[src/sv/go_to_goal_heading_controller_assert.svh]
// ---------------------------------------------------------------------------
// Assertion macros for the go-to-goal heading controller.
// Each macro expects a clock named clk and a synchronous reset named rst in
// the scope where it is used.
// ---------------------------------------------------------------------------
`ifndef GO_TO_GOAL_HEADING_CONTROLLER_ASSERT_SVH
`define GO_TO_GOAL_HEADING_CONTROLLER_ASSERT_SVH

// Same-cycle implication, disabled during reset.
`define GTG_ASSERT_IMP(lbl, ante, cons, msg) \
  lbl: assert property (@(posedge clk) disable iff (rst) (ante) |-> (cons)) \
    else $error(msg);

// Next-cycle implication, disabled during reset.
`define GTG_ASSERT_NXT(lbl, ante, cons, msg) \
  lbl: assert property (@(posedge clk) disable iff (rst) (ante) |=> (cons)) \
    else $error(msg);

`endif

[src/sv/gtg_pkg.sv]
// ---------------------------------------------------------------------------
// gtg_pkg
// Types, constants and the arctangent table shared by the heading controller.
// ---------------------------------------------------------------------------
`default_nettype none

package gtg_pkg;

  // Number of CORDIC micro-rotations by default, and the table size.
  localparam int CORDIC_STAGES_DEF = 16;
  localparam int CORDIC_STAGES_MAX = 24;

  // Rotating vector width: 17-bit deltas grow by the CORDIC gain.
  localparam int COORD_W = 20;

  // Square root: radicand, working root and final distance widths.
  localparam int SQRT_STEPS = 17;
  localparam int RAD_W      = 33;
  localparam int ROOT_W     = 34;
  localparam int DIST_W     = 17;

  // Configuration register reset values.
  localparam logic [14:0] TOL_RESET        = 15'd1043;
  localparam logic [15:0] TURN_GAIN_RESET  = 16'd205;
  localparam logic [15:0] DRIVE_GAIN_RESET = 16'd2048;

  // Configuration register indexes.
  typedef enum logic [2:0] {
    CFG_GOAL_X     = 3'd0,
    CFG_GOAL_Y     = 3'd1,
    CFG_TOLERANCE  = 3'd2,
    CFG_TURN_GAIN  = 3'd3,
    CFG_DRIVE_GAIN = 3'd4
  } cfg_reg_t;

  // Gains and tolerance as seen by the output stages.
  typedef struct packed {
    logic [14:0] tolerance;
    logic [15:0] turn_gain;
    logic [15:0] drive_gain;
  } gtg_cfg_t;

  // One pipeline slot: bearing and distance computed side by side.
  typedef struct packed {
    logic [15:0]               heading;
    logic                      zero;
    logic signed [COORD_W-1:0] x;
    logic signed [COORD_W-1:0] y;
    logic [31:0]               angle;
    logic [RAD_W-1:0]          rad;
    logic [ROOT_W-1:0]         root;
  } gtg_pipe_t;

  // atan(2^-i) as a 32-bit binary angle.
  function automatic logic [31:0] atan_angle(input logic [4:0] step);
    logic [31:0] a;
    case (step)
      5'd0:    a = 32'h20000000;
      5'd1:    a = 32'h12E4051E;
      5'd2:    a = 32'h09FB385B;
      5'd3:    a = 32'h051111D4;
      5'd4:    a = 32'h028B0D43;
      5'd5:    a = 32'h0145D7E1;
      5'd6:    a = 32'h00A2F61E;
      5'd7:    a = 32'h00517C55;
      5'd8:    a = 32'h0028BE53;
      5'd9:    a = 32'h00145F2F;
      5'd10:   a = 32'h000A2F98;
      5'd11:   a = 32'h000517CC;
      5'd12:   a = 32'h00028BE6;
      5'd13:   a = 32'h000145F3;
      5'd14:   a = 32'h0000A2FA;
      5'd15:   a = 32'h0000517D;
      5'd16:   a = 32'h000028BE;
      5'd17:   a = 32'h0000145F;
      5'd18:   a = 32'h00000A30;
      5'd19:   a = 32'h00000518;
      5'd20:   a = 32'h0000028C;
      5'd21:   a = 32'h00000146;
      5'd22:   a = 32'h000000A3;
      5'd23:   a = 32'h00000051;
      default: a = 32'h00000000;
    endcase
    return a;
  endfunction

endpackage

`default_nettype wire

[src/sv/gtg_front.sv]
// ---------------------------------------------------------------------------
// gtg_front
// Three front stages: goal deltas, their squares, then the radicand sum and
// the half-plane pre-rotation that starts the CORDIC.
// ---------------------------------------------------------------------------
`default_nettype none

module gtg_front
  import gtg_pkg::*;
(
  input  wire logic               clk,
  input  wire logic               rst,
  input  wire logic               in_valid,
  input  wire logic signed [15:0] pos_x,
  input  wire logic signed [15:0] pos_y,
  input  wire logic signed [15:0] heading,
  input  wire logic signed [15:0] goal_x,
  input  wire logic signed [15:0] goal_y,
  output logic                    out_valid,
  output gtg_pipe_t               out_data
);

  logic               valid_a;
  logic signed [16:0] dx_a;
  logic signed [16:0] dy_a;
  logic [15:0]        head_a;

  logic               valid_b;
  logic signed [16:0] dx_b;
  logic signed [16:0] dy_b;
  logic [15:0]        head_b;
  logic [31:0]        sqx_b;
  logic [31:0]        sqy_b;

  logic signed [33:0] sqx_full;
  logic signed [33:0] sqy_full;
  logic signed [COORD_W-1:0] dx_ext;
  logic signed [COORD_W-1:0] dy_ext;
  gtg_pipe_t          data_next;

  // Valid bits travel with the data.
  always_ff @(posedge clk) begin
    if (rst) begin
      valid_a   <= 1'b0;
      valid_b   <= 1'b0;
      out_valid <= 1'b0;
    end else begin
      valid_a   <= in_valid;
      valid_b   <= valid_a;
      out_valid <= valid_b;
    end
  end

  // Stage A: vector from robot to goal.
  always_ff @(posedge clk) begin
    dx_a   <= 17'({goal_x[15], goal_x}) - 17'({pos_x[15], pos_x});
    dy_a   <= 17'({goal_y[15], goal_y}) - 17'({pos_y[15], pos_y});
    head_a <= heading;
  end

  // Stage B: squares for the distance.
  assign sqx_full = dx_a * dx_a;
  assign sqy_full = dy_a * dy_a;

  always_ff @(posedge clk) begin
    dx_b   <= dx_a;
    dy_b   <= dy_a;
    head_b <= head_a;
    sqx_b  <= sqx_full[31:0];
    sqy_b  <= sqy_full[31:0];
  end

  // Stage C: radicand and pre-rotation into the right half plane.
  assign dx_ext = {{(COORD_W-17){dx_b[16]}}, dx_b};
  assign dy_ext = {{(COORD_W-17){dy_b[16]}}, dy_b};

  always_comb begin
    data_next.heading = head_b;
    data_next.zero    = (dx_b == 17'sd0) && (dy_b == 17'sd0);
    data_next.rad     = RAD_W'({1'b0, sqx_b}) + RAD_W'({1'b0, sqy_b});
    data_next.root    = '0;
    if (dx_b[16]) begin
      data_next.x     = -dx_ext;
      data_next.y     = -dy_ext;
      data_next.angle = 32'h80000000;
    end else begin
      data_next.x     = dx_ext;
      data_next.y     = dy_ext;
      data_next.angle = 32'h00000000;
    end
  end

  always_ff @(posedge clk) begin
    out_data <= data_next;
  end

endmodule

`default_nettype wire

[config.mk]
export PLATFORM = sky130hd
export DESIGN_NAME = gtg_front
export DESIGN_NICKNAME = d
export VERILOG_FILES = /design/src/sv/go_to_goal_heading_controller_assert.svh /design/src/sv/gtg_pkg.sv /design/src/sv/gtg_front.sv
export SDC_FILE = /design/constraint.sdc
export NUM_CORES = 2
export LEC_CHECK = 0
export ABC_CLOCK_PERIOD_IN_PS = 7750
export BUFFER_PORTS_ARGS = -buffer_cell sky130_fd_sc_hd__buf_2
export CELL_PAD_IN_SITES_DETAIL_PLACEMENT = 0
export CELL_PAD_IN_SITES_GLOBAL_PLACEMENT = 1
export CORE_MARGIN = 2
export CORE_UTILIZATION = 30
export DETAILED_ROUTE_END_ITERATION = 8
export GPL_ROUTABILITY_DRIVEN = 0
export PLACE_DENSITY = 0.65
export SYNTH_ARGS = -nofsm -noshare
export SYNTH_HDL_FRONTEND = slang
export SYNTH_SLANG_ARGS = --single-unit
[constraint.sdc]
create_clock -name clk -period 7.75 [get_ports clk]
set_clock_uncertainty 0.2 [all_clocks]
set_input_delay 0.3875 -clock clk [delete_from_list [all_inputs] [get_ports clk]]
set_output_delay 0.3875 -clock clk [all_outputs]
set_load 0.1 [all_outputs]
==> impl_metrics.toml <==
[drt]
wire_per_inst_um = 14.44
num_vias = 18710
drc = 0
dr.first_iter.drc_count = 715
drtPass1Iterations = 5
drtAntennaViolNets = 0
wl_mm = 63.38
via_per_inst = 4.264

[logic_synthesis]
synth_seq_area_share_pct = 18.17
ys_dominant_reg_cell = "dfxtp_1"
yosysTopAreaCell = "fa_1"
synthTopCellsByArea = "fa_1 (37%), dfxtp_1 (18%), ha_1 (11%), inv_1 (10%), xnor2_1 (4.1%)"
synthMuxAreaShare_pct = 0.1163
synth_xor_area_share_pct = 5.196
synth-seq-cells = 254
yosysMostFrequentCell = "inv_1"
syn-instance-count = 2890
synth_commonest_cells = "inv_1 (744), fa_1 (514), dfxtp_1 (254)"
synthAdderAreaFrac_pct = 47.29
synth_top_family_by_area = "adder cells"
async_flop_share_pct = 0
synth_compound_area_share_pct = 6.788
synth_top_area_share_pct = 36.78
synth_simple_gate_area_share_pct = 9.963
synth.distinct_cells = 71
yosysWarnings = 0
synth_edf_count = 0
avgSynthCellArea_um2 = 9.681
syn_area_mm2 = 0.02798

[place]
hpwl_mm = 53.31
place_area_mm2 = 0.03022
dp_slack_ps = 889.1
io_buffers = 174

[global_routing]
grt_max_degree = 38
antenna_found_initial = 4
grt_first_pass_wirelength_mm = 105.0
track_usage_pct = 13.99
grt-ovfl-total = 0
grt_pass1_vias = 20400

[timing]
setup_slack_ps = 821.9
fin_tns_setup_ps = 0
post-route-period-util_pct = 89.39
report.final.slew_viol_count = 0
slew_headroom_pct = 37.03
tightestPinTransition_ps = 943.3
fmax_mhz = 144.3
min_period_ps = 6928
rsz0062_at_grt = "no"
setup-violations-final = 0
hold_viol_final = 0

[clock_network]
cts_setup_buffers = 0
cts_tree = "built"
clkLatencyLatePin_ps = 560
cts-root-buf = "clkbuf_16"
cts_max_level = 2
clk_pin_slew_ps = 60
cts.sinks = 254
cts_buffer_depth = 3
numCtsBuffers = 34
cts.repair.resized = 0

[worst_setup_path]
cp_cell_sequence = "nand2_1 > fa_1 > fa_1 > fa_1 > inv_1 > fa_1 > fa_1 > inv_1 > fa_1 > inv_1 > ha_1 > a21o_1 > a31oi_1 > nand2_1 > o41ai_2 > a211oi_1 > or3_1 > a21oi_2 > xnor2_1"
required_ps = 8020
crit_top_cell = "fa_1"
critPathLaunchType = "flop"
timing.critical_path.buf_inv = 3
worstSetupEndpointType = "flop"
slowest_stage = "dfxtp_1"
crit_fanout = 20
timing_worst_setup_path_type = "flop to flop"
arrival_ps = 7200
crit_family = "adder cells"
max_stage_delay_ps = 900

[floorplan]
core_area_mm2 = 0.09291
ios = 240
dieHeight_um = 309.4
start_util_pct = 30.11
die-width_um = 309.4
dieArea_mm2 = 0.09572
num_rows = 112

[layout]
design_area_mm2 = 0.03182
multi_input_area_mm2 = 0.01966
drive_above_1_share_pct = 9.288
syn2layout_area_growth_pct = 13.72
fillers = 9644
fin_nets = 3939
regArea_mm2 = 0.005085

[worst_hold_path]
holdCritPathClass = "primary input to flop"

[flow_run]
cap_violations = 0

[run_status]
run_status = "complete, no violations"
[metal layers]
layer  GRT usage, %  routed length (µm)
met1          18.79               28860
met2          23.75               30380
met3          2.049                2907
met4          3.240                1235
met5              0                   0
[final cells by class]
type / count / share of cell area [%]
diodes: 1 / 0.007865
clock buffers: 42 / 2.993
clock inverters: 20 / 1.168
inverters: 745 / 8.789
multi-input cells: 1839 / 61.79
flip-flops and latches: 254 / 15.98
well taps: 1254 / 4.931
repair buffers: 233 / 4.341
[logic make-up after synthesis]
family,after synthesis
adders and majority gates,749
muxes,3
other,1
buffers and inverters,864
AOI/OAI and AO/OA,284
and+or+nand+nor,569
DFF,254
xor gates and xnor gates,166
[tightest hold or removal path, delay by kind of cell]
family	cells	cell delay, ps
buffers and inverters	1	80
XOR/XNOR	1	90
adder cells (fa/ha/maj)	1	160
[sequential cells by signal (all words and copies together) (netlist names)]
register   flops
out_valid      1
dy_b          16
head_a        16
dx_b          16
dy_a          17
valid_b        1
head_b        16
out_data      91
sqy_b         31
dx_a          17
sqx_b         31
valid_a        1
[final timing paths]
path                    from  cells past startpoint  slack, ps   endpoint
setup / recovery     dx_a[4]                     19        820  sqx_b[31]
setup reg to reg     dx_a[4]                     19        820  sqx_b[31]
hold / removal    goal_x[15]                      3         30   dx_a[15]
hold reg to reg    head_a[5]                      0        120  head_b[5]
[cells in the final DEF, fill, tap and decap left out, drive strengths merged, types with 4 or more instances in the layout]
cell           n
a31oi         10
o2111ai        4
a31o           7
xnor2        130
nand4          4
nor4           8
o21a          20
nand3b         6
o21bai        11
nor3          18
xor2          36
nor2b         39
nand2b        24
inv          750
fa           514
o31ai         15
and3          13
or4            6
nor2          95
dfxtp        254
o41ai          5
a21o          28
or3           12
o211ai         5
or2            8
bufinv         9
o21ai         60
ha           235
a211oi        12
nand3         20
dlygate4sd3   27
a211o          4
clkbuf        42
and2         109
nand2        206
buf          206
conb          68
a21oi         72
[stage by stage]
step                      hold WS (ps)  cells  utilization, %
after floorplan                  109.6   2957               -
after global placement           109.7   4298           32.53
after detailed placement         112.1   4298           32.53
after CTS                       0.1247   4387           34.24
after global routing             37.19   4387           34.24
final                            29.82   4388           34.25
[timing repair]
item | CTS | global route
endpoints found under the hold margin | 26 | 0
setup endpoints to repair | 0 | 0
hold buffers | 27 | 0
Power is not shown: default switching activity piles up to over one toggle a cycle in this logic, so the estimate is an artifact.
