`src/sv/go_to_goal_heading_controller_assert.svh`:
```
// ---------------------------------------------------------------------------
// Assertion macros for the go-to-goal heading controller.
// Each macro expects a clock named clk and a synchronous reset named rst in
// the scope where it is used.
// ---------------------------------------------------------------------------
`ifndef GO_TO_GOAL_HEADING_CONTROLLER_ASSERT_SVH
`define GO_TO_GOAL_HEADING_CONTROLLER_ASSERT_SVH

// Same-cycle implication, disabled during reset.
`define GTG_ASSERT_IMP(lbl, ante, cons, msg) \
  lbl: assert property (@(posedge clk) disable iff (rst) (ante) |-> (cons)) \
    else $error(msg);

// Next-cycle implication, disabled during reset.
`define GTG_ASSERT_NXT(lbl, ante, cons, msg) \
  lbl: assert property (@(posedge clk) disable iff (rst) (ante) |=> (cons)) \
    else $error(msg);

`endif

```
`src/sv/gtg_pkg.sv`:
```
// ---------------------------------------------------------------------------
// gtg_pkg
// Types, constants and the arctangent table shared by the heading controller.
// ---------------------------------------------------------------------------
`default_nettype none

package gtg_pkg;

  // Number of CORDIC micro-rotations by default, and the table size.
  localparam int CORDIC_STAGES_DEF = 16;
  localparam int CORDIC_STAGES_MAX = 24;

  // Rotating vector width: 17-bit deltas grow by the CORDIC gain.
  localparam int COORD_W = 20;

  // Square root: radicand, working root and final distance widths.
  localparam int SQRT_STEPS = 17;
  localparam int RAD_W      = 33;
  localparam int ROOT_W     = 34;
  localparam int DIST_W     = 17;

  // Configuration register reset values.
  localparam logic [14:0] TOL_RESET        = 15'd1043;
  localparam logic [15:0] TURN_GAIN_RESET  = 16'd205;
  localparam logic [15:0] DRIVE_GAIN_RESET = 16'd2048;

  // Configuration register indexes.
  typedef enum logic [2:0] {
    CFG_GOAL_X     = 3'd0,
    CFG_GOAL_Y     = 3'd1,
    CFG_TOLERANCE  = 3'd2,
    CFG_TURN_GAIN  = 3'd3,
    CFG_DRIVE_GAIN = 3'd4
  } cfg_reg_t;

  // Gains and tolerance as seen by the output stages.
  typedef struct packed {
    logic [14:0] tolerance;
    logic [15:0] turn_gain;
    logic [15:0] drive_gain;
  } gtg_cfg_t;

  // One pipeline slot: bearing and distance computed side by side.
  typedef struct packed {
    logic [15:0]               heading;
    logic                      zero;
    logic signed [COORD_W-1:0] x;
    logic signed [COORD_W-1:0] y;
    logic [31:0]               angle;
    logic [RAD_W-1:0]          rad;
    logic [ROOT_W-1:0]         root;
  } gtg_pipe_t;

  // atan(2^-i) as a 32-bit binary angle.
  function automatic logic [31:0] atan_angle(input logic [4:0] step);
    logic [31:0] a;
    case (step)
      5'd0:    a = 32'h20000000;
      5'd1:    a = 32'h12E4051E;
      5'd2:    a = 32'h09FB385B;
      5'd3:    a = 32'h051111D4;
      5'd4:    a = 32'h028B0D43;
      5'd5:    a = 32'h0145D7E1;
      5'd6:    a = 32'h00A2F61E;
      5'd7:    a = 32'h00517C55;
      5'd8:    a = 32'h0028BE53;
      5'd9:    a = 32'h00145F2F;
      5'd10:   a = 32'h000A2F98;
      5'd11:   a = 32'h000517CC;
      5'd12:   a = 32'h00028BE6;
      5'd13:   a = 32'h000145F3;
      5'd14:   a = 32'h0000A2FA;
      5'd15:   a = 32'h0000517D;
      5'd16:   a = 32'h000028BE;
      5'd17:   a = 32'h0000145F;
      5'd18:   a = 32'h00000A30;
      5'd19:   a = 32'h00000518;
      5'd20:   a = 32'h0000028C;
      5'd21:   a = 32'h00000146;
      5'd22:   a = 32'h000000A3;
      5'd23:   a = 32'h00000051;
      default: a = 32'h00000000;
    endcase
    return a;
  endfunction

endpackage

`default_nettype wire

```
`src/sv/gtg_back.sv`:
```
// ---------------------------------------------------------------------------
// gtg_back
// Four output stages: rounding of bearing and distance, heading error and
// alignment test, gain multiplies, then negation, rounding, saturation and
// the result register.
// ---------------------------------------------------------------------------
`default_nettype none

module gtg_back
  import gtg_pkg::*;
(
  input  wire logic        clk,
  input  wire logic        rst,
  input  wire logic        in_valid,
  input  wire gtg_pipe_t   in_data,
  input  wire gtg_cfg_t    cfg,
  output logic             done,
  output logic signed [15:0] turn_rate,
  output logic [15:0]      forward_speed,
  output logic             aligned
);

  logic              valid_1;
  logic              valid_2;
  logic              valid_3;

  logic [DIST_W-1:0] dist_1;
  logic [15:0]       bear_1;
  logic [15:0]       head_1;

  logic [DIST_W-1:0] dist_2;
  logic signed [15:0] err_2;
  logic              aligned_2;

  logic signed [32:0] turn_prod_3;
  logic [32:0]        fwd_prod_3;
  logic               aligned_3;

  logic signed [15:0] err_next;
  logic signed [16:0] err_ext;
  logic [16:0]        err_mag;
  logic signed [33:0] turn_sum;
  logic signed [33:0] turn_q;
  logic [33:0]        fwd_sum;
  logic [21:0]        fwd_q;
  logic signed [15:0] turn_sat;
  logic [15:0]        fwd_sat;

  always_ff @(posedge clk) begin
    if (rst) begin
      valid_1 <= 1'b0;
      valid_2 <= 1'b0;
      valid_3 <= 1'b0;
      done    <= 1'b0;
    end else begin
      valid_1 <= in_valid;
      valid_2 <= valid_1;
      valid_3 <= valid_2;
      done    <= valid_3;
    end
  end

  // Stage 1: round the root to nearest and the angle to 16 bits.
  always_ff @(posedge clk) begin
    dist_1 <= in_data.root[DIST_W-1:0] +
              DIST_W'({1'b0, in_data.rad} > in_data.root);
    bear_1 <= in_data.zero ? 16'h0000 :
              in_data.angle[31:16] + 16'(in_data.angle[15]);
    head_1 <= in_data.heading;
  end

  // Stage 2: wrapped heading error and tolerance test.
  assign err_next = $signed(head_1 - bear_1);
  assign err_ext  = {err_next[15], err_next};
  assign err_mag  = err_ext[16] ? 17'(-err_ext) : 17'(err_ext);

  always_ff @(posedge clk) begin
    dist_2    <= dist_1;
    err_2     <= err_next;
    aligned_2 <= err_mag <= {2'b00, cfg.tolerance};
  end

  // Stage 3: gain products.
  always_ff @(posedge clk) begin
    turn_prod_3 <= $signed({1'b0, cfg.turn_gain}) * err_2;
    fwd_prod_3  <= cfg.drive_gain * dist_2;
    aligned_3   <= aligned_2;
  end

  // Stage 4: negate, round to nearest, saturate.
  assign turn_sum = 34'sd2048 - {turn_prod_3[32], turn_prod_3};
  assign turn_q   = turn_sum >>> 12;
  assign fwd_sum  = {1'b0, fwd_prod_3} + 34'd2048;
  assign fwd_q    = fwd_sum[33:12];

  always_comb begin
    if (turn_q > 34'sd32767) begin
      turn_sat = 16'sh7FFF;
    end else if (turn_q < -34'sd32768) begin
      turn_sat = 16'sh8000;
    end else begin
      turn_sat = turn_q[15:0];
    end
    fwd_sat = (|fwd_q[21:16]) ? 16'hFFFF : fwd_q[15:0];
  end

  always_ff @(posedge clk) begin
    turn_rate     <= aligned_3 ? 16'sd0 : turn_sat;
    forward_speed <= aligned_3 ? fwd_sat : 16'd0;
    aligned       <= aligned_3;
  end

endmodule

`default_nettype wire

```
`config.mk`:
```
export PLATFORM = sky130hd
export DESIGN_NAME = gtg_back
export DESIGN_NICKNAME = d
export VERILOG_FILES = /design/src/sv/go_to_goal_heading_controller_assert.svh /design/src/sv/gtg_pkg.sv /design/src/sv/gtg_back.sv
export SDC_FILE = /design/constraint.sdc
export NUM_CORES = 2
export LEC_CHECK = 0
export BUFFER_PORTS_ARGS = -buffer_cell sky130_fd_sc_hd__buf_2
export CAP_MARGIN = 0
export CORE_MARGIN = 1.5
export CORE_UTILIZATION = 65
export CTS_CLUSTER_SIZE = 8
export DETAILED_ROUTE_END_ITERATION = 6
export PLACE_DENSITY = 0.87
export SLEW_MARGIN = 20
export SYNTH_ARGS = -nofsm -noshare
export SYNTH_HDL_FRONTEND = slang
export SYNTH_SLANG_ARGS = --single-unit
```
`constraint.sdc`:
```
create_clock -name clk -period 16.15 [get_ports clk]
set_input_delay 3.23 -clock clk [delete_from_list [all_inputs] [get_ports clk]]
set_output_delay 3.23 -clock clk [all_outputs]
set_load 0.01 [all_outputs]
```
==> results.txt <==
----------------------------------------------------
[Run status]
  Run status ... finished, final reports clean

[Worst hold path]
  Number of cells on the worst hold path ... 0
  Capture endpoint of the worst hold path ... dist_2[5]$_DFF_P_
  Hold path start ... dist_1[5]$_DFF_P_
  Class of the tightest hold or removal check ... reg2reg

[Clock network]
  CTS Root Buffer Type ... clkbuf_16
  TritonCTS Buffers ... 17
  CTS-repair resized insts ... 0
  Post-CTS setup buffer count ... 0
  CTS tree ... done
  Maximum buffer depth of the clock tree ... 2
  Max H-tree Level ... 4
  Number of buffers added to fix hold violations after cts ... 0
  CTS clk-pin slew, worst paths ... 0.07 ns
  Insertion delay of the later-clocked pin in the worst-skew pair ... 0.45 ns
  TritonCTS Sinks ... 176

[Timing]
  Setup Total Neg Slack ... 0 ns
  Final Max Tran Viols ... 0
  RSZ-0062 raised after global routing ... no
  Relative slew slack ... 0.4325
  Hold Violations, Final ... 0
  Actual slew at the worst max-slew pin ... 0.8461 ns
  Hold slack ... 0.3190 ns
  Final Skew ... 0.01305 ns
  Min Clock Period, post-route ... 9.282 ns
  Final worst path period share ... 0.5747
  Setup violation total in the final timing report ... 0
  Achievable clock frequency ... 107.7 MHz

[Place]
  Placed Instance Area ... 25640 µm²
  HPWL Detailed ... 44.43 mm
  Number of port buffers ... 184
  Final weighted congestion in routability-driven placement ... 0.9462
  Number of placed cells counting well taps ... 3277

[Critical path]
  Number of cells traversed by the worst register-to-register path ... 20
  Critical-path top delay cell ... or4b_2
  Worst-case register-to-register setup slack ... 9.18 ns
  Required time at the endpoint of the critical path ... 16.46 ns
  Max stage delay on crit path ... 0.67 ns
  Critical path capture point type ... flip-flop
  Reg-to-Reg Start ... err_2[12]$_DFF_P_
  Kind of critical path ... in2reg
  Critical-path maximum fanout ... 16
  CP arrival ... 9.59 ns
  End of the worst register-to-register path ... turn_prod_3[32]$_DFF_P_
  Startpoint types ... input port
  Library cell appearing most often on the critical path ... fa_1
  Sequence of cells on the critical path ... buf_2 -> and2_1 -> fa_1 -> inv_1 -> fa_1 -> fa_1 -> inv_1 -> fa_1 -> fa_1 -> inv_1 -> fa_1 -> inv_1 -> ha_1 -> and2_1 -> a211o_1 -> o21bai_1 -> a21o_1 -> a21o_1 -> a31oi_1 -> nor4_1 -> or4b_2

[Logic synthesis]
  Mean Syn Cell Area ... 9.033 µm²
  Area of the mapped netlist ... 24410 µm²
  Yosys warns ... 0
  Portion of synthesized cell area occupied by the leading cell type ... 0.3297
  Number of synthesized flops with an enable pin ... 0
  Post-synthesis async set-or-reset flop share ... 0
  Synthesized flop and latch total ... 176
  Cell taking the most area after synthesis ... fa_1
  Post-synthesis cell type count ... 65
  Top flip-flop cell by instance count after synthesis ... dfxtp_1
  Net count after synthesis ... 3603
  Cells taking the most area after synthesis ... fa_1 (33%), ha_1 (15%), dfxtp_1 (14%)
  Post-synthesis instance total ... 2702
  Seq/Total Area, Yosys ... 0.1444

[Detailed routing]
  Detailed-route wire length ... 55.78 mm
  Initial DRT Pass Iterations ... 5
  Detailed-route DRC error count ... 0
  Overall via count from detail_route ... 18690
  Remaining number of nets flagged by the antenna check after routing ... 0
  Routed wire length per instance ... 16.85 µm
  Via-per-instance ratio ... 5.647
  Number of design-rule violations left by the first detailed-router iteration ... 1144

[Floorplan]
  Core Area ... 36790 µm²
  Die area ... 38720 µm²
  Height of the chip ... 196.8 µm
  Die boundary width ... 196.8 µm
  Count of pins on the block boundary ... 240
  Initial standard-cell utilization of the core ... 0.6635
  Number of rows in the core area ... 70

[Global routing]
  Number of antenna violations at the first check in global routing ... 1
  Overflow left after global routing ... 0
  Number of global-route vias before repair ... 20840
  Largest net degree at the start of global routing ... 21
  First-pass GRT wire length ... 95.21 mm
  Combined global-route utilization of all metal layers ... 0.3072

[Layout]
  Final std cell area, no fill ... 26180 µm²
  Share of cells above drive strength 1 ... 0.08201
  Area added between synthesis and finish ... 7.259%
  Final layout net count ... 3729
  Number of standard cells in the layout, taps in and fillers out ... 3310

[Job]
  Maximum capacitance violations ... 0

----------------------------------------------------
==> sequential cells by signal (all words and copies together) (netlist names), 16 cells and up <==
signal / flops
err_2: 16
head_1: 16
dist_2: 17
dist_1: 17
fwd_prod_3: 22
turn_rate: 16
forward_speed: 16
turn_prod_3: 33
bear_1: 16
==> how the worst max path moves through the flow <==
stage	slack (ns)	startpoint	depth (start not counted)	endpoint
finish	6.87	cfg[22]	21	turn_prod_3[20]$_DFF_P_
global route	6.59	cfg[26]	21	turn_prod_3[32]$_DFF_P_
CTS	6.93	cfg[22]	21	turn_prod_3[20]$_DFF_P_
detailed placement	6.46	cfg[22]	21	turn_prod_3[20]$_DFF_P_
global placement	6.42	cfg[6]	20	fwd_prod_3[31]$_DFF_P_
floorplan	6.98	cfg[25]	20	turn_prod_3[20]$_DFF_P_
==> cell usage in the layout, fill, tap and decap left out, types with 4 or more instances in the layout <==
cell type and instances:
inv_1 577, fa_1 402, nand2_1 313, ha_1 293
and2_1 251, buf_2 184, dfxtp_1 176, nor2_1 81
xnor2_1 75, a21oi_1 57, o21ai_0 53, xor2_1 40
nand3_1 33, a21o_1 28, nor3_1 26, o21a_1 21
nor2b_1 20, a21boi_0 19, nand4_1 18, clkbuf_16 17
nand2b_1 11, nor4_1 11, and3_1 11, a211oi_1 10
o31ai_1 8, a31oi_1 8, o21bai_1 7, or3_1 7
a211o_1 5, or2_2 5, clkinvlp_4 5, and4_1 4
o211ai_1 4, o21ai_1 4, a41oi_1 4
==> layer usage <==
layer	routed length, µm	global-route usage	vias up	share of wire
li1	-	-	8553	-
met1	20290	0.3440	9102	0.36
met2	28760	0.5605	820	0.52
met3	4112	0.05133	215	0.074
met4	2617	0.1589	0	0.047
met5	0	0	-	0
==> critical path: cells and delay by family <==
| kind | cells | cell delay, ns |
|---|---|---|
| buffers and inverters | 5 | 0.44 |
| and+or+nand+nor | 4 | 1.20 |
| AOI/OAI and AO/OA | 5 | 1.22 |
| adders and majority gates | 7 | 3.49 |
==> per-stage QoR <==
stage | worst slack [ns] | util
final | 6.868 | 0.7116
after floorplan | 6.985 | -
after global placement | 6.417 | 0.6968
after global routing | 6.594 | 0.7116
after CTS | 6.929 | 0.7113
after detailed placement | 6.463 | 0.6971
==> kinds of logic (layout without fill, tap and decap cells) <==
family / count (synthesis) / count (layout) / share of synthesized area
XOR/XNOR: 115 / 115 / 0.04127
adder cells (fa/ha/maj): 695 / 695 / 0.4800
flip-flops: 176 / 176 / 0.1444
AO/OA/AOI/OAI: 250 / 250 / 0.06670
buffers and inverters: 658 / 797 / 0.1016
other: 0 / 1 / 0
AND/OR/NAND/NOR: 808 / 808 / 0.1662
==> cell usage after synthesis, drive strengths merged (3+ instances only) <==
cell type,n
a21o,28
clkbuf,77
nor2,81
a2111oi,3
or2,6
o221ai,3
o41ai,3
or4,3
xnor2,75
o31ai,9
dfxtp,176
a21boi,19
and3,11
and2,252
nand4,18
a211oi,10
inv,578
xor2,40
a211o,5
nand2b,11
o21bai,7
ha,293
nor3,28
or3,9
o21ai,57
buf,3
nand2,313
nor4,12
nor2b,20
and4,4
o21a,21
o211ai,4
nand3,33
a41oi,4
a31oi,8
fa,402
a21oi,57
==> area by class of cell <==
type | instances | area (µm²)
Antenna cell | 1 | 2.502
Fill cell | 2576 | 10610
Multi-Input combinational cell | 1868 | 18430
Clock inverter | 12 | 87.58
Inverter | 578 | 2170
Timing Repair Buffer | 187 | 943.4
Clock buffer | 20 | 436.7
Tap cell | 468 | 585.6
Sequential cell | 176 | 3523
Power is left out: the tool's default activity adds up to more than one toggle a clock period on the data nets, which glitch-free logic cannot reach.
