===== src/sv/go_to_goal_heading_controller_assert.svh =====
// ---------------------------------------------------------------------------
// Assertion macros for the go-to-goal heading controller.
// Each macro expects a clock named clk and a synchronous reset named rst in
// the scope where it is used.
// ---------------------------------------------------------------------------
`ifndef GO_TO_GOAL_HEADING_CONTROLLER_ASSERT_SVH
`define GO_TO_GOAL_HEADING_CONTROLLER_ASSERT_SVH

// Same-cycle implication, disabled during reset.
`define GTG_ASSERT_IMP(lbl, ante, cons, msg) \
  lbl: assert property (@(posedge clk) disable iff (rst) (ante) |-> (cons)) \
    else $error(msg);

// Next-cycle implication, disabled during reset.
`define GTG_ASSERT_NXT(lbl, ante, cons, msg) \
  lbl: assert property (@(posedge clk) disable iff (rst) (ante) |=> (cons)) \
    else $error(msg);

`endif


===== src/sv/gtg_pkg.sv =====
// ---------------------------------------------------------------------------
// gtg_pkg
// Types, constants and the arctangent table shared by the heading controller.
// ---------------------------------------------------------------------------
`default_nettype none

package gtg_pkg;

  // Number of CORDIC micro-rotations by default, and the table size.
  localparam int CORDIC_STAGES_DEF = 16;
  localparam int CORDIC_STAGES_MAX = 24;

  // Rotating vector width: 17-bit deltas grow by the CORDIC gain.
  localparam int COORD_W = 20;

  // Square root: radicand, working root and final distance widths.
  localparam int SQRT_STEPS = 17;
  localparam int RAD_W      = 33;
  localparam int ROOT_W     = 34;
  localparam int DIST_W     = 17;

  // Configuration register reset values.
  localparam logic [14:0] TOL_RESET        = 15'd1043;
  localparam logic [15:0] TURN_GAIN_RESET  = 16'd205;
  localparam logic [15:0] DRIVE_GAIN_RESET = 16'd2048;

  // Configuration register indexes.
  typedef enum logic [2:0] {
    CFG_GOAL_X     = 3'd0,
    CFG_GOAL_Y     = 3'd1,
    CFG_TOLERANCE  = 3'd2,
    CFG_TURN_GAIN  = 3'd3,
    CFG_DRIVE_GAIN = 3'd4
  } cfg_reg_t;

  // Gains and tolerance as seen by the output stages.
  typedef struct packed {
    logic [14:0] tolerance;
    logic [15:0] turn_gain;
    logic [15:0] drive_gain;
  } gtg_cfg_t;

  // One pipeline slot: bearing and distance computed side by side.
  typedef struct packed {
    logic [15:0]               heading;
    logic                      zero;
    logic signed [COORD_W-1:0] x;
    logic signed [COORD_W-1:0] y;
    logic [31:0]               angle;
    logic [RAD_W-1:0]          rad;
    logic [ROOT_W-1:0]         root;
  } gtg_pipe_t;

  // atan(2^-i) as a 32-bit binary angle.
  function automatic logic [31:0] atan_angle(input logic [4:0] step);
    logic [31:0] a;
    case (step)
      5'd0:    a = 32'h20000000;
      5'd1:    a = 32'h12E4051E;
      5'd2:    a = 32'h09FB385B;
      5'd3:    a = 32'h051111D4;
      5'd4:    a = 32'h028B0D43;
      5'd5:    a = 32'h0145D7E1;
      5'd6:    a = 32'h00A2F61E;
      5'd7:    a = 32'h00517C55;
      5'd8:    a = 32'h0028BE53;
      5'd9:    a = 32'h00145F2F;
      5'd10:   a = 32'h000A2F98;
      5'd11:   a = 32'h000517CC;
      5'd12:   a = 32'h00028BE6;
      5'd13:   a = 32'h000145F3;
      5'd14:   a = 32'h0000A2FA;
      5'd15:   a = 32'h0000517D;
      5'd16:   a = 32'h000028BE;
      5'd17:   a = 32'h0000145F;
      5'd18:   a = 32'h00000A30;
      5'd19:   a = 32'h00000518;
      5'd20:   a = 32'h0000028C;
      5'd21:   a = 32'h00000146;
      5'd22:   a = 32'h000000A3;
      5'd23:   a = 32'h00000051;
      default: a = 32'h00000000;
    endcase
    return a;
  endfunction

endpackage

`default_nettype wire


===== src/sv/gtg_step.sv =====
// ---------------------------------------------------------------------------
// gtg_step
// One pipeline stage: a CORDIC vectoring micro-rotation and one digit of the
// square root, each only while its step index is in range.
// ---------------------------------------------------------------------------
`default_nettype none

module gtg_step
  import gtg_pkg::*;
#(
  parameter int STEP          = 0,
  parameter int CORDIC_STAGES = CORDIC_STAGES_DEF
)
(
  input  wire logic      clk,
  input  wire logic      rst,
  input  wire logic      in_valid,
  input  wire gtg_pipe_t in_data,
  output logic           out_valid,
  output gtg_pipe_t      out_data
);

  localparam int BIT_POS = (STEP < SQRT_STEPS) ? 2 * (SQRT_STEPS - 1 - STEP) : 0;
  localparam logic [ROOT_W-1:0] TRIAL_BIT = ROOT_W'(1) << BIT_POS;
  localparam logic [31:0] ATAN_STEP = atan_angle(5'(STEP));

  logic signed [COORD_W-1:0] xs;
  logic signed [COORD_W-1:0] ys;
  logic signed [COORD_W-1:0] sx;
  logic signed [COORD_W-1:0] sy;
  logic [ROOT_W:0]           trial_sum;
  gtg_pipe_t                 data_next;

  assign xs = in_data.x;
  assign ys = in_data.y;
  assign sx = xs >>> STEP;
  assign sy = ys >>> STEP;
  assign trial_sum = {1'b0, in_data.root} + {1'b0, TRIAL_BIT};

  // Rotate towards the x axis and take one root digit.
  always_comb begin
    data_next = in_data;
    if (STEP < CORDIC_STAGES) begin
      if (!ys[COORD_W-1]) begin
        data_next.x     = xs + sy;
        data_next.y     = ys - sx;
        data_next.angle = in_data.angle + ATAN_STEP;
      end else begin
        data_next.x     = xs - sy;
        data_next.y     = ys + sx;
        data_next.angle = in_data.angle - ATAN_STEP;
      end
    end
    if (STEP < SQRT_STEPS) begin
      if ((ROOT_W+1)'(in_data.rad) >= trial_sum) begin
        data_next.rad  = in_data.rad - RAD_W'(trial_sum);
        data_next.root = (in_data.root >> 1) + TRIAL_BIT;
      end else begin
        data_next.root = in_data.root >> 1;
      end
    end
  end

  always_ff @(posedge clk) begin
    if (rst) begin
      out_valid <= 1'b0;
    end else begin
      out_valid <= in_valid;
    end
  end

  always_ff @(posedge clk) begin
    out_data <= data_next;
  end

endmodule

`default_nettype wire


===== config.mk =====
export PLATFORM = sky130hd
export DESIGN_NAME = gtg_step
export DESIGN_NICKNAME = d
export VERILOG_FILES = /design/src/sv/go_to_goal_heading_controller_assert.svh /design/src/sv/gtg_pkg.sv /design/src/sv/gtg_step.sv
export SDC_FILE = /design/constraint.sdc
export NUM_CORES = 1
export LEC_CHECK = 0
export BUFFER_PORTS_ARGS = -buffer_cell sky130_fd_sc_hd__buf_2
export CAP_MARGIN = 5
export CORE_ASPECT_RATIO = 2
export CORE_MARGIN = 3
export CORE_UTILIZATION = 50
export CTS_CLUSTER_DIAMETER = 50
export CTS_CLUSTER_SIZE = 25
export DETAILED_ROUTE_END_ITERATION = 8
export HOLD_SLACK_MARGIN = 0.1
export PLACE_DENSITY = 0.77
export SLEW_MARGIN = 15
export SYNTH_ARGS = -nofsm -noshare
export SYNTH_HDL_FRONTEND = slang
export SYNTH_SLANG_ARGS = --single-unit
export TNS_END_PERCENT = 20

===== constraint.sdc =====
create_clock -name clk -period 4.47 [get_ports clk]
set_clock_uncertainty 0.2 [all_clocks]
set_input_delay 0.447 -clock clk [delete_from_list [all_inputs] [get_ports clk]]
set_output_delay 0.447 -clock clk [all_outputs]
set_load 0.02 [all_outputs]

==> metrics.log, run 1 <==
INFO  metric synth_sequential_area_ratio = 37.03%
INFO  metric detailed_place_hpwl = 21.30 mm
INFO  metric timing.fmax = 244.0 MHz
INFO  metric die_h = 189.7 µm
INFO  metric timing_worst_setup_path_type = in -> reg
INFO  metric dp.cells = 1446
INFO  metric post_dp_cell_area = 0.01014 mm²
INFO  metric num_io_pins = 316
INFO  metric worst_hold_path_type = in -> reg
INFO  metric synth_area_leader_cell = dfxtp_1
INFO  metric cts.repair.resized = 0
INFO  metric worst_path_max_delay_cell = nor2_4
INFO  metric ctsLongestPathBuffers = 2
INFO  metric cts.reportedPaths.clkPinSlew = 0.06 ns
INFO  metric p_leak = 5.971 nW
INFO  metric cts_root_buffer = clkbuf_16
INFO  metric critPathRequiredTime = 4.53 ns
INFO  metric finalCriticalPeriod = 4.098 ns
INFO  metric synth.lib_cells_used.distinct = 72
INFO  metric detailedRoute.firstPassIterationCount = 9
INFO  metric post-route-worst-setup-slack = 0.3722 ns
INFO  metric row_count = 66
INFO  metric path_cells = dlygate4sd3_1, buf_2, ha_1, a21o_1, a311oi_1, o41ai_1, a211o_1, o211ai_2, a2111oi_4, nor2_4, buf_4, o21ai_0
INFO  metric hold_buffers = 113
INFO  metric port_buffers = 315
INFO  metric floorplan.initialDensity = 51.32%
INFO  metric cap_violations = 0
INFO  metric cts-htree-levels = 4
INFO  metric hold_violations = 0
INFO  metric flip_flop_and_latch_count_after_synthesis = 156
INFO  metric route.detailed.wl_per_inst = 19.12 µm
INFO  metric synthArstFlopShare = 0%
INFO  metric yosysWarningCount = 0
INFO  metric area.growth.synth_to_final = 40.92%
INFO  metric via_count = 8810
INFO  metric final_nets = 1630
INFO  metric cellPowerDensity = 373.3 mW/mm²
INFO  metric cpLargestDelayFamily = compound AO/OA/AOI/OAI gates
INFO  metric final_layout_size_suffix_gt1_share = 27.04%
INFO  metric detailedRoute.firstIterationViolations = 415
INFO  metric crit_path_max_fanout = 34
INFO  metric postRouteWirelength = 30.44 mm
INFO  metric clkSinkCount = 156
INFO  metric synth_top_area_share = 37.03%
INFO  metric coreArea = 0.01643 mm²
INFO  metric synth_ff_type = dfxtp_1
INFO  metric final_max_slew_viol_count = 0
INFO  metric status = finished, violations left
INFO  metric fillCellCount = 1222
INFO  metric critPathLaunchType = input pin
INFO  metric gp_congestion = 1.018
INFO  metric first_global_vias = 9305
INFO  metric detail_route.drc_violations = 2
INFO  metric wire_length_of_the_first_global_routing_pass = 47.28 mm
INFO  metric final_cells = 1592
INFO  metric pre_cts_slack = 0.7192 ns
INFO  metric max_stage_delay = 0.56 ns
INFO  metric worst-slew-pin-transition = 0.8045 ns
INFO  metric ir_worst_vdd = 0.2494 mV
INFO  metric drt_antenna_net_count = 0
INFO  metric worst_hold_margin = 0.1293 ns
INFO  metric mappedNetlistNets = 1215
INFO  metric cts_made_buffers = 17
INFO  metric route.detailed.vias_per_inst = 5.534
INFO  metric die_area = 0.01855 mm²
INFO  metric cp.buffers_inverters = 3
INFO  metric post-cts-setup-buffer-count = 0
INFO  metric grt-ovfl-total = 0
INFO  metric grt_antenna_before_repair = 1
INFO  metric timing.critical_path.arrival = 4.16 ns
INFO  metric synth.top_cells.by_area = dfxtp_1, ha_1, xnor2_1, inv_1, a21oi_1
INFO  metric min_period_over_period = 91.67%
INFO  metric syn-instance-count = 959
INFO  metric final_core_utilization = 72.32%
INFO  metric grtUsageTotal = 32.29%
INFO  metric slew_headroom = 45.87%
INFO  metric chipWidth = 97.83 µm
INFO  metric netlist_area = 0.008433 mm²
INFO  metric tritoncts_clock_tree = built
INFO  metric setup-tns-final = 0 ns
INFO  metric unrepaired_setup_endpoints_after_global_routing = no
INFO  metric final_count_of_negative_setup_slack_endpoints = 0
INFO  metric critPathCaptureType = flip-flop
INFO  metric largest_net_degree_at_the_start_of_global_routing = 49
INFO  metric design_area = 0.01188 mm²
INFO  metric violations_in_the_final_reports = design-rule violations
INFO  metric finalPower = 4.436 mW
INFO  metric synth_enable_flop_cells = 0
INFO  metric syn_avg_cell_area = 8.794 µm²
final timing paths:
path | to | startpoint | slack (ns) | cells past startpoint
setup / recovery | out_data[45] | in_data[52] | 0.37 | 12
hold / removal | out_data[98] | in_data[98] | 0.13 | 3
layer usage:
metal / part of all wire (%) / up-vias / GRT usage (%)
met3: 7.0 / 137 / 6.679
met1: 30 / 4079 / 28.53
met2: 56 / 486 / 63.58
met4: 6.6 / 0 / 20.96
met5: 0 / - / 0
li1: - / 4108 / -
cell usage in the layout (no fill, tap or decap), types with 4 or more instances in the layout:
| cell type | synthesis | final |
|---|---|---|
| dlygate4sd3_1 | 0 | 113 |
| ha_1 | 92 | 92 |
| nand2b_1 | 9 | 9 |
| dfxtp_1 | 156 | 156 |
| xnor2_1 | 46 | 46 |
| mux2i_1 | 6 | 6 |
| o21ai_0 | 68 | 68 |
| and3_1 | 7 | 7 |
| o21ai_1 | 14 | 14 |
| and2_1 | 6 | 6 |
| nand4_1 | 4 | 4 |
| a21o_1 | 24 | 24 |
| o31a_1 | 5 | 5 |
| a21oi_1 | 70 | 70 |
| o41ai_1 | 6 | 6 |
| a211oi_1 | 4 | 4 |
| nor2_1 | 59 | 59 |
| inv_1 | 101 | 101 |
| o21bai_1 | 10 | 10 |
| buf_2 | 7 | 315 |
| nor4_1 | 5 | 5 |
| a31oi_1 | 4 | 4 |
| xor2_1 | 20 | 20 |
| o21a_1 | 13 | 13 |
| nor3_1 | 17 | 17 |
| a221oi_1 | 4 | 4 |
| nand3_1 | 18 | 18 |
| nand2_1 | 73 | 73 |
| fa_1 | 5 | 5 |
| nor2b_1 | 15 | 15 |
| clkbuf_16 | 0 | 17 |
| buf_4 | 3 | 5 |
flip-flops by register name (all words and copies together), names as in the netlist:
signal,flops
out_data,155
out_valid,1
where the power goes:
group | switching, mW | leakage (nW) | total (mW) | internal, mW
Combinational | 0.804 | 4.36 | 1.32 | 0.518
Sequential | 0.0433 | 1.32 | 1.59 | 1.54
Clock | 0.632 | 0.295 | 1.53 | 0.894
synth_stat cells, types with 3 or more instances:
master     number
a21oi_2         3
fa_1            5
buf_4           3
a21boi_0        3
nand4_1         4
a31oi_1         4
nor2b_1        15
o31a_1          5
and3_1          7
o41ai_1         6
buf_2           7
or2_2           3
nand2b_1        9
nor2_1         59
o21bai_1       10
ha_1           92
mux2_2          3
xor2_1         20
a21o_1         24
o21a_1         13
xnor2_1        46
clkbuf_1       22
mux2i_1         6
o21ai_1        14
nor4_1          5
a221oi_1        4
o21ai_0        68
a2111oi_0       3
dfxtp_1       156
inv_1         101
and2_1          6
a41o_1          3
nor3_1         17
a211oi_1        4
a21oi_1        70
buf_1           4
nand3_1        18
nand2_1        73
a2111oi_4       3
logic make-up (layout without fill, tap and decap cells):
logic type / after synthesis / in the layout / share of synthesized area (%)
buf+inv: 139 / 567 / 6.513
other cells: 0 / 1 / 0
simple gates: 228 / 228 / 12.77
compound gates: 264 / 264 / 20.88
fa+ha+maj: 97 / 97 / 14.84
flops: 156 / 156 / 37.03
mux: 9 / 9 / 1.113
xor+xnor: 66 / 66 / 6.855
worst min-delay path, cell delays in order:
cell and delay (ns):
buf_2 0.09, xnor2_1 0.06, xnor2_1 0.12
final cells by class:
cell class	instances	area [µm²]	share of cell area (%)
clock inverter	14	185.2	1.558
timing repair buffer	433	2745	23.10
inverter	102	382.9	3.222
sequential	156	3123	26.28
antenna	1	2.502	0.02106
tap	204	255.2	2.148
multi-input combinational	664	4761	40.06
clock buffer	18	429.2	3.611
No activity file was read; power rests on OpenSTA's default activity.
==> inputs of run 2 (changes only) <==
ABC_AREA = 1   (was not set)
CELL_PAD_IN_SITES_DETAIL_PLACEMENT = 1   (was not set)
CELL_PAD_IN_SITES_GLOBAL_PLACEMENT = 2   (was not set)
CORE_UTILIZATION = 29   (was 50)
PLACE_DENSITY = 0.83   (was 0.77)
==> run 2 against run 1 <==
The flow now finishes without violations. Cell count rose by 54%. Via count rose by 31%. Fmax rose by 31%. Non-clock buffer count fell by 4. Sequential share of layout area fell by 3.7 points. Critical endpoint is now out_data[36].
==> metrics.log, run 2 <==
INFO  metric status = finished clean
INFO  metric power_report.internal_total = 2.922 mW (-1.2%)
INFO  metric sequentialPowerShare = 33.9% (-1.9 points)
INFO  metric detailroute.wirelength.met3 = 1.372 mm (-36%)
INFO  metric postRouteWirelength = 47.34 mm (+56%)
INFO  metric clockPowerShare = 33.8% (-0.6 points)
INFO  metric mappedNetlistNets = 1841 (+52%)
INFO  metric tritoncts_clock_tree = built
INFO  metric flip_flop_and_latch_count_after_synthesis = 156 (unchanged)
INFO  metric critPathLaunchType = input pin
INFO  metric area.growth.synth_to_final = 36.53%
INFO  metric comb_power_share = 32.3% (+2.5 points)
INFO  metric row_count = 96 (+45%)
INFO  metric hold_violations = 0 (unchanged)
INFO  metric synth_enable_flop_cells = 0 (unchanged)
INFO  metric coreArea = 0.03447 mm² (+110%)
INFO  metric cts_made_buffers = 17 (unchanged)
INFO  metric top_register = out_data
INFO  metric layout.cells.most_common_list = nand2_1, buf_2, inv_1
INFO  metric floorplan.initialDensity = 29.43% (-22 points)
INFO  metric netlist_area = 0.01014 mm² (+20%)
INFO  metric cts_root_buffer = clkbuf_16
INFO  metric crit_path_max_fanout = 37 (+8.8%)
INFO  metric min_path_cells = 3 (unchanged)
INFO  metric cellPowerDensity = 333.5 mW/mm² (-11%)
INFO  metric dr_wl_met2 = 28.54 mm (+67%)
INFO  metric synthArstFlopShare = 0% (unchanged)
INFO  metric design_area = 0.01385 mm² (+17%)
INFO  metric final_nets = 2259 (+39%)
INFO  metric post_dp_cell_area = 0.01211 mm² (+19%)
INFO  metric p_leak = 7.807 nW (+31%)
INFO  metric synthTopCellsByCount = nand2_1, inv_1, dfxtp_1
INFO  metric gp_congestion = 0.9806 (-3.7%)
INFO  metric post-cts-setup-buffer-count = 0 (unchanged)
INFO  metric yosysWarningCount = 0 (unchanged)
INFO  metric finalPower = 4.620 mW (+4.1%)
INFO  metric die_area = 0.03740 mm² (+100%)
INFO  metric final_layout_size_suffix_gt1_share = 18.40% (-8.6 points)
INFO  metric p_switching = 1.698 mW (+15%)
INFO  metric route.detailed.vias_per_inst = 4.699 (-15%)
INFO  metric final_common_cell = nand2_1
INFO  metric largest_registers = out_data x155, out_valid x1
INFO  metric maxUsedRoutingLayer = met4
INFO  metric first_global_vias = 12607 (+35%)
INFO  metric synth_sequential_area_ratio = 30.78% (-6.2 points)
INFO  metric largest_net_degree_at_the_start_of_global_routing = 41 (-16%)
INFO  metric unrepaired_setup_endpoints_after_global_routing = no
INFO  metric detailed_place_hpwl = 39.46 mm (+85%)
INFO  metric finalCriticalPeriod = 3.125 ns (-0.9728 ns)
INFO  metric ctsLongestPathBuffers = 2 (unchanged)
INFO  metric final_core_utilization = 40.18% (-32 points)
INFO  metric worst_hold_path_type = in -> reg
INFO  metric grt-ovfl-total = 0 (unchanged)
INFO  metric timing.critical_path.arrival = 3.30 ns (-0.86 ns)
INFO  metric worst-slew-pin-transition = 0.9203 ns (+0.1158 ns)
INFO  metric grt_antenna_before_repair = 2 (+1)
INFO  metric timing.fmax = 320.0 MHz (+31%)
INFO  metric critPathRequiredTime = 4.65 ns (+0.12 ns)
INFO  metric timing.critical_path.from = in_data[5]
INFO  metric ir_worst_vdd = 0.2483 mV (-0.46%)
INFO  metric wl_met1 = 13.28 mm (+45%)
INFO  metric syn-instance-count = 1585 (+65%)
INFO  metric fillCellCount = 4560 (+270%)
INFO  metric clkSinkCount = 156 (unchanged)
INFO  metric final_count_of_negative_setup_slack_endpoints = 0 (unchanged)
INFO  metric die_h = 270.5 µm (+43%)
INFO  metric switching_share = 36.75% (+3.4 points)
INFO  metric wire_length_of_the_first_global_routing_pass = 69.68 mm (+47%)
INFO  metric num_io_pins = 316 (unchanged)
INFO  metric synth.most_common_cell = nand2_1
INFO  metric cp-endpoint = out_data[36]
INFO  metric final_max_slew_viol_count = 0 (unchanged)
INFO  metric detail_route.drc_violations = 0 (-2)
INFO  metric synth_top_area_share = 30.78% (-6.2 points)
INFO  metric setup-tns-final = 0 ns (unchanged)
INFO  metric synth_area_leader_cell = dfxtp_1
INFO  metric chipWidth = 138.3 µm (+41%)
INFO  metric number_of_flip_flops_in_the_largest_register = 155 (unchanged)
INFO  metric synth.top_cells.by_area = dfxtp_1, nand2_1, ha_1, inv_1, nand3_1
INFO  metric timing_worst_setup_path_type = in -> reg
INFO  metric slew_headroom = 38.64% (-7.2 points)
INFO  metric synth.lib_cells_used.distinct = 35 (-51%)
INFO  metric min_period_over_period = 69.91% (-22 points)
INFO  metric critPathCaptureType = flip-flop
INFO  metric port_buffers = 315 (unchanged)
INFO  metric cap_violations = 0 (unchanged)
INFO  metric detailedRoute.firstIterationViolations = 298 (-28%)
INFO  metric synth_ff_type = dfxtp_1
INFO  metric route.detailed.wl_per_inst = 19.25 µm (+0.69%)
INFO  metric detailedRoute.firstPassIterationCount = 5 (-4)
INFO  metric grtUsageTotal = 24.57% (-7.7 points)
INFO  metric drt_antenna_net_count = 0 (unchanged)
INFO  metric syn_avg_cell_area = 6.400 µm² (-27%)
INFO  metric via_count = 11556 (+31%)
INFO  metric cts-htree-levels = 4 (unchanged)
INFO  metric cts.reportedPaths.clkPinSlew = 0.07 ns (about the same)
[run 2: worst min path at each step]
stage                 startpoint            end  slack (ns)
finish               in_data[98]   out_data[98]        0.13
global route         in_data[98]   out_data[98]        0.11
CTS                  in_data[98]   out_data[98]        0.11
detailed placement   in_data[81]   out_data[81]        0.35
global placement    in_data[147]  out_data[147]        0.35
floorplan             in_data[1]    out_data[0]        0.27
[run 2: per-stage QoR]
| step | instances | setup WS (ns) | hold WS, ns |
|---|---|---|---|
| floorplan | 1585 | 2.347 | 0.2747 |
| global placement | 2312 | 1.505 | 0.3487 |
| detailed placement | 2312 | 1.472 | 0.3515 |
| CTS | 2457 | 1.358 | 0.1122 |
| global route | 2458 | 1.196 | 0.1131 |
| finish | 2459 | 1.345 | 0.1313 |
[run 2: cell families (layout without fill, tap and decap cells)]
kind of cell / Yosys count / after routing / synth area share (%)
flops: 156 / 156 / 30.78
simple gates: 837 / 837 / 34.26
fa+ha+maj: 97 / 97 / 12.33
xor+xnor: 26 / 26 / 2.245
mux: 1 / 1 / 0.09867
buf+inv: 321 / 752 / 12.51
compound gates: 147 / 147 / 7.770
other cells: 0 / 2 / 0
[run 2: cell type report]
cell class | instances | area [µm²] | area share (%)
Multi-Input combinational cell | 1108 | 5753 | 41.54
Sequential cell | 156 | 3123 | 22.55
Timing Repair Buffer | 429 | 2715 | 19.60
Inverter | 291 | 1095 | 7.904
Tap cell | 441 | 551.8 | 3.984
Clock buffer | 19 | 442.9 | 3.198
Clock inverter | 13 | 165.2 | 1.192
Antenna cell | 2 | 5.005 | 0.03613
[run 2: per-layer routing]
metal / GRT usage (%) / up-vias
met2: 53.23 / 338
met1: 17.88 / 5379
met5: 0 / -
li1: - / 5699
met3: 3.131 / 140
met4: 19.00 / 0
[run 2: what timing repair did]
item,CTS,global route
hold endpoints to repair,113,0
resized for setup,0,0
hold buffers,113,0
[run 2: critical path, stage by stage]
cell,delay (ns)
dlygate4sd3_1,0.54
buf_2,0.12
inv_1,0.04
ha_1,0.34
nand2_1,0.17
inv_1,0.07
nand2_1,0.07
nand2_1,0.07
nand2_1,0.09
nand2_1,0.05
nand2_1,0.08
nand3_1,0.19
nand2_2,0.17
nand2_8,0.20
inv_4,0.39
nand2_1,0.13
nand2_1,0.10
[run 2: power by group through the flow]
| stage | sequential, mW | combinational (mW) | clock (mW) |
|---|---|---|---|
| after detailed placement | 1.60 | 1.42 | 0 |
| after CTS | 1.57 | 1.51 | 1.61 |
| final | 1.56 | 1.49 | 1.56 |
| after floorplan | 1.77 | 0.688 | 0 |
| after global placement | 1.59 | 1.40 | 0 |
| after global routing | 1.58 | 1.64 | 1.67 |
==> inputs of run 3 (changes only) <==
CORE_UTILIZATION = 27   (was 29)
PLACE_DENSITY = 0.77   (was 0.83)
clock period = 3.1 ns   (was 4.47 ns; I/O delays follow)
==> run 3 against run 2 <==
First-iteration DRC count increased by 0.34%. Sequential power increased by 45%. Critical path depth unchanged. Combinational power grew 49%. Clock-buffer cell count did not move. Sequential share of layout area shrank 0.65 points. Sequential cell count unchanged. Critical endpoint is now out_data[34]. Largest cell class unchanged. Highest routed layer is now met5.
==> metrics.log, run 3 (same netlist as run 2, synthesis figures left out) <==
INFO  metric status = finished clean
INFO  metric timing.fmax = 341.6 MHz
INFO  metric path_cells = dlygate4sd3_1, buf_2, inv_1, ha_1, nand2_1, inv_1, nand2_1, nand2_1, nand2_1, nand2_1, nand2_1, nand2_1, nor2_4, nand2_8, nand2_1, o21ai_0, dlygate4sd3_1
INFO  metric port_buffers = 315 (unchanged)
INFO  metric timing_worst_setup_path_type = in -> reg
INFO  metric ir_worst_vdd = 0.3641 mV (+47%)
INFO  metric drt_antenna_net_count = 0 (unchanged)
INFO  metric ctsLongestPathBuffers = 2 (unchanged)
INFO  metric max_stage_delay = 0.55 ns (about the same)
INFO  metric top_register = out_data
INFO  metric hold_violations = 0 (unchanged)
INFO  metric final_nets = 2294 (+1.5%)
INFO  metric gp_congestion = 0.9737 (-0.70%)
INFO  metric cp.buffers_inverters = 5 (unchanged)
INFO  metric detailedRoute.firstPassIterationCount = 4 (-1)
INFO  metric final_common_cell = nand2_1
INFO  metric detailed_place_hpwl = 39.76 mm (+0.76%)
INFO  metric grtUsageTotal = 23.68% (-0.89 points)
INFO  metric grt_most_used_layer = met2
INFO  metric cap_violations = 0 (unchanged)
INFO  metric detail_route.drc_violations = 0 (unchanged)
INFO  metric wire_length_of_the_first_global_routing_pass = 70.59 mm (+1.3%)
INFO  metric detailedRoute.firstIterationViolations = 299 (+0.34%)
INFO  metric sequentialPowerShare = 32.5% (-1.4 points)
INFO  metric die_area = 0.04008 mm² (+7.2%)
INFO  metric area.growth.synth_to_final = 40.59%
INFO  metric cts.reportedPaths.clkPinSlew = 0.07 ns (about the same)
INFO  metric design_area = 0.01426 mm² (+3.0%)
INFO  metric dp.cells = 2346 (+1.5%)
INFO  metric post_dp_cell_area = 0.01228 mm² (+1.4%)
INFO  metric cpLargestDelayFamily = buffers and inverters
INFO  metric p_switching = 2.469 mW (+45%)
INFO  metric crit_path_max_fanout = 13 (-65%)
INFO  metric cellPowerDensity = 487.7 mW/mm² (+46%)
INFO  metric cts-htree-levels = 4 (unchanged)
INFO  metric clockPowerShare = 35.6% (+1.8 points)
INFO  metric setup-tns-final = 0 ns (unchanged)
INFO  metric global_route.usage.met2 = 52.28% (-0.95 points)
INFO  metric first_global_vias = 13003 (+3.1%)
INFO  metric crit_path_frequent_cell = nand2_1
INFO  metric route.detailed.wl_per_inst = 19.20 µm (-0.26%)
INFO  metric finalCriticalPeriod = 2.928 ns
INFO  metric final_max_slew_viol_count = 0 (unchanged)
INFO  metric grt.met3_usage = 2.558% (-0.57 points)
INFO  metric floorplan.initialDensity = 27.58% (-1.9 points)
INFO  metric clkSinkCount = 156 (unchanged)
INFO  metric layout.cells.most_common_list = nand2_1, buf_2, inv_1
INFO  metric grt-ovfl-total = 0 (unchanged)
INFO  metric final_layout_size_suffix_gt1_share = 19.65% (+1.2 points)
INFO  metric number_of_flip_flops_in_the_largest_register = 155 (unchanged)
INFO  metric grt_antenna_before_repair = 3 (+1)
INFO  metric chipWidth = 143.1 µm (+3.5%)
INFO  metric min_period_over_period = 94.44%
INFO  metric power_report.internal_total = 4.487 mW (+54%)
INFO  metric route.detailed.vias_per_inst = 4.695 (about the same)
INFO  metric comb_power_share = 31.9% (-0.4 points)
INFO  metric final_count_of_negative_setup_slack_endpoints = 0 (unchanged)
INFO  metric timing.critical_path.arrival = 3.06 ns (-0.24 ns)
INFO  metric coreArea = 0.03679 mm² (+6.7%)
INFO  metric num_io_pins = 316 (unchanged)
INFO  metric worst_hold_path_type = in -> reg
INFO  metric switching_share = 35.49% (-1.3 points)
INFO  metric use_met1 = 17.17% (-0.71 points)
INFO  metric finalPower = 6.956 mW (+51%)
INFO  metric cts_root_buffer = clkbuf_16
INFO  metric p_leak = 7.996 nW (+2.4%)
INFO  metric critPathCaptureType = flip-flop
INFO  metric critPathLaunchType = input pin
INFO  metric slew_headroom = 44.73% (+6.1 points)
INFO  metric row_count = 99 (+3.1%)
INFO  metric die_h = 280.1 µm (+3.6%)
INFO  metric postRouteWirelength = 48.15 mm (+1.7%)
INFO  metric via_count = 11776 (+1.9%)
INFO  metric largest_net_degree_at_the_start_of_global_routing = 40 (-2.4%)
INFO  metric tritoncts_clock_tree = built
INFO  metric final_core_utilization = 38.77% (-1.4 points)
INFO  metric final_cells = 2508 (+2.0%)
INFO  metric largest_registers = out_data x155, out_valid x1
INFO  metric critPathRequiredTime = 3.23 ns (-1.42 ns)
INFO  metric worst-slew-pin-transition = 0.8204 ns (-0.09998 ns)
INFO  metric cts_made_buffers = 17 (unchanged)
INFO  metric worst_path_max_delay_cell = dlygate4sd3_1
[run 3: layout make-up]
cell class | instances | area, µm²
Multi-Input combinational cell | 1109 | 5801
Fill cell | 4824 | 22530
Tap cell | 454 | 568.0
Inverter | 291 | 1095
Timing Repair Buffer | 463 | 2998
Clock inverter | 13 | 237.7
Antenna cell | 3 | 7.507
Sequential cell | 156 | 3123
Clock buffer | 19 | 432.9
[run 3: tightest hold or removal path, delay by kind of cell]
| kind | cells | cell delay [ns] |
|---|---|---|
| adders and majority gates | 1 | 0.26 |
| and+or+nand+nor | 3 | 0.20 |
| buffers and inverters | 1 | 0.10 |
[run 3: routing by layer]
metal | up-vias | share of wire [%]
li1 | 5789 | -
met1 | 5548 | 28
met2 | 309 | 62
met3 | 128 | 2.8
met4 | 2 | 7.2
met5 | - | 0.012
[run 3: power by group through the flow]
| stage | logic (mW) | clock network [mW] | registers, mW |
|---|---|---|---|
| floorplan | 0.992 | 0 | 2.55 |
| global placement | 2.06 | 0 | 2.30 |
| detailed placement | 2.09 | 0 | 2.31 |
| CTS | 2.23 | 2.56 | 2.26 |
| global route | 2.44 | 2.64 | 2.28 |
| finish | 2.22 | 2.48 | 2.26 |
[run 3: metrics by stage]
step / hold WS (ns) / worst slack [ns]
floorplan: 0.1377 / 1.114
global placement: 0.2120 / 0.3018
detailed placement: 0.2139 / 0.2739
CTS: 0.2377 / 0.03667
global route: 0.2825 / -0.007093
finish: 0.2572 / 0.1724
[run 3: worst paths after layout]
kind                      from            end  slack (ns)  cells past startpoint
setup / recovery   in_data[21]   out_data[34]        0.17                     17
hold / removal    in_data[137]  out_data[137]        0.26                      5
[run 3: what timing repair did]
action / CTS / global route
buffers inserted: 0 / 2
endpoints found under the setup margin: 0 / 1
hold endpoints to repair: 121 / 0
hold buffers: 124 / 0
resized for setup: 0 / 11
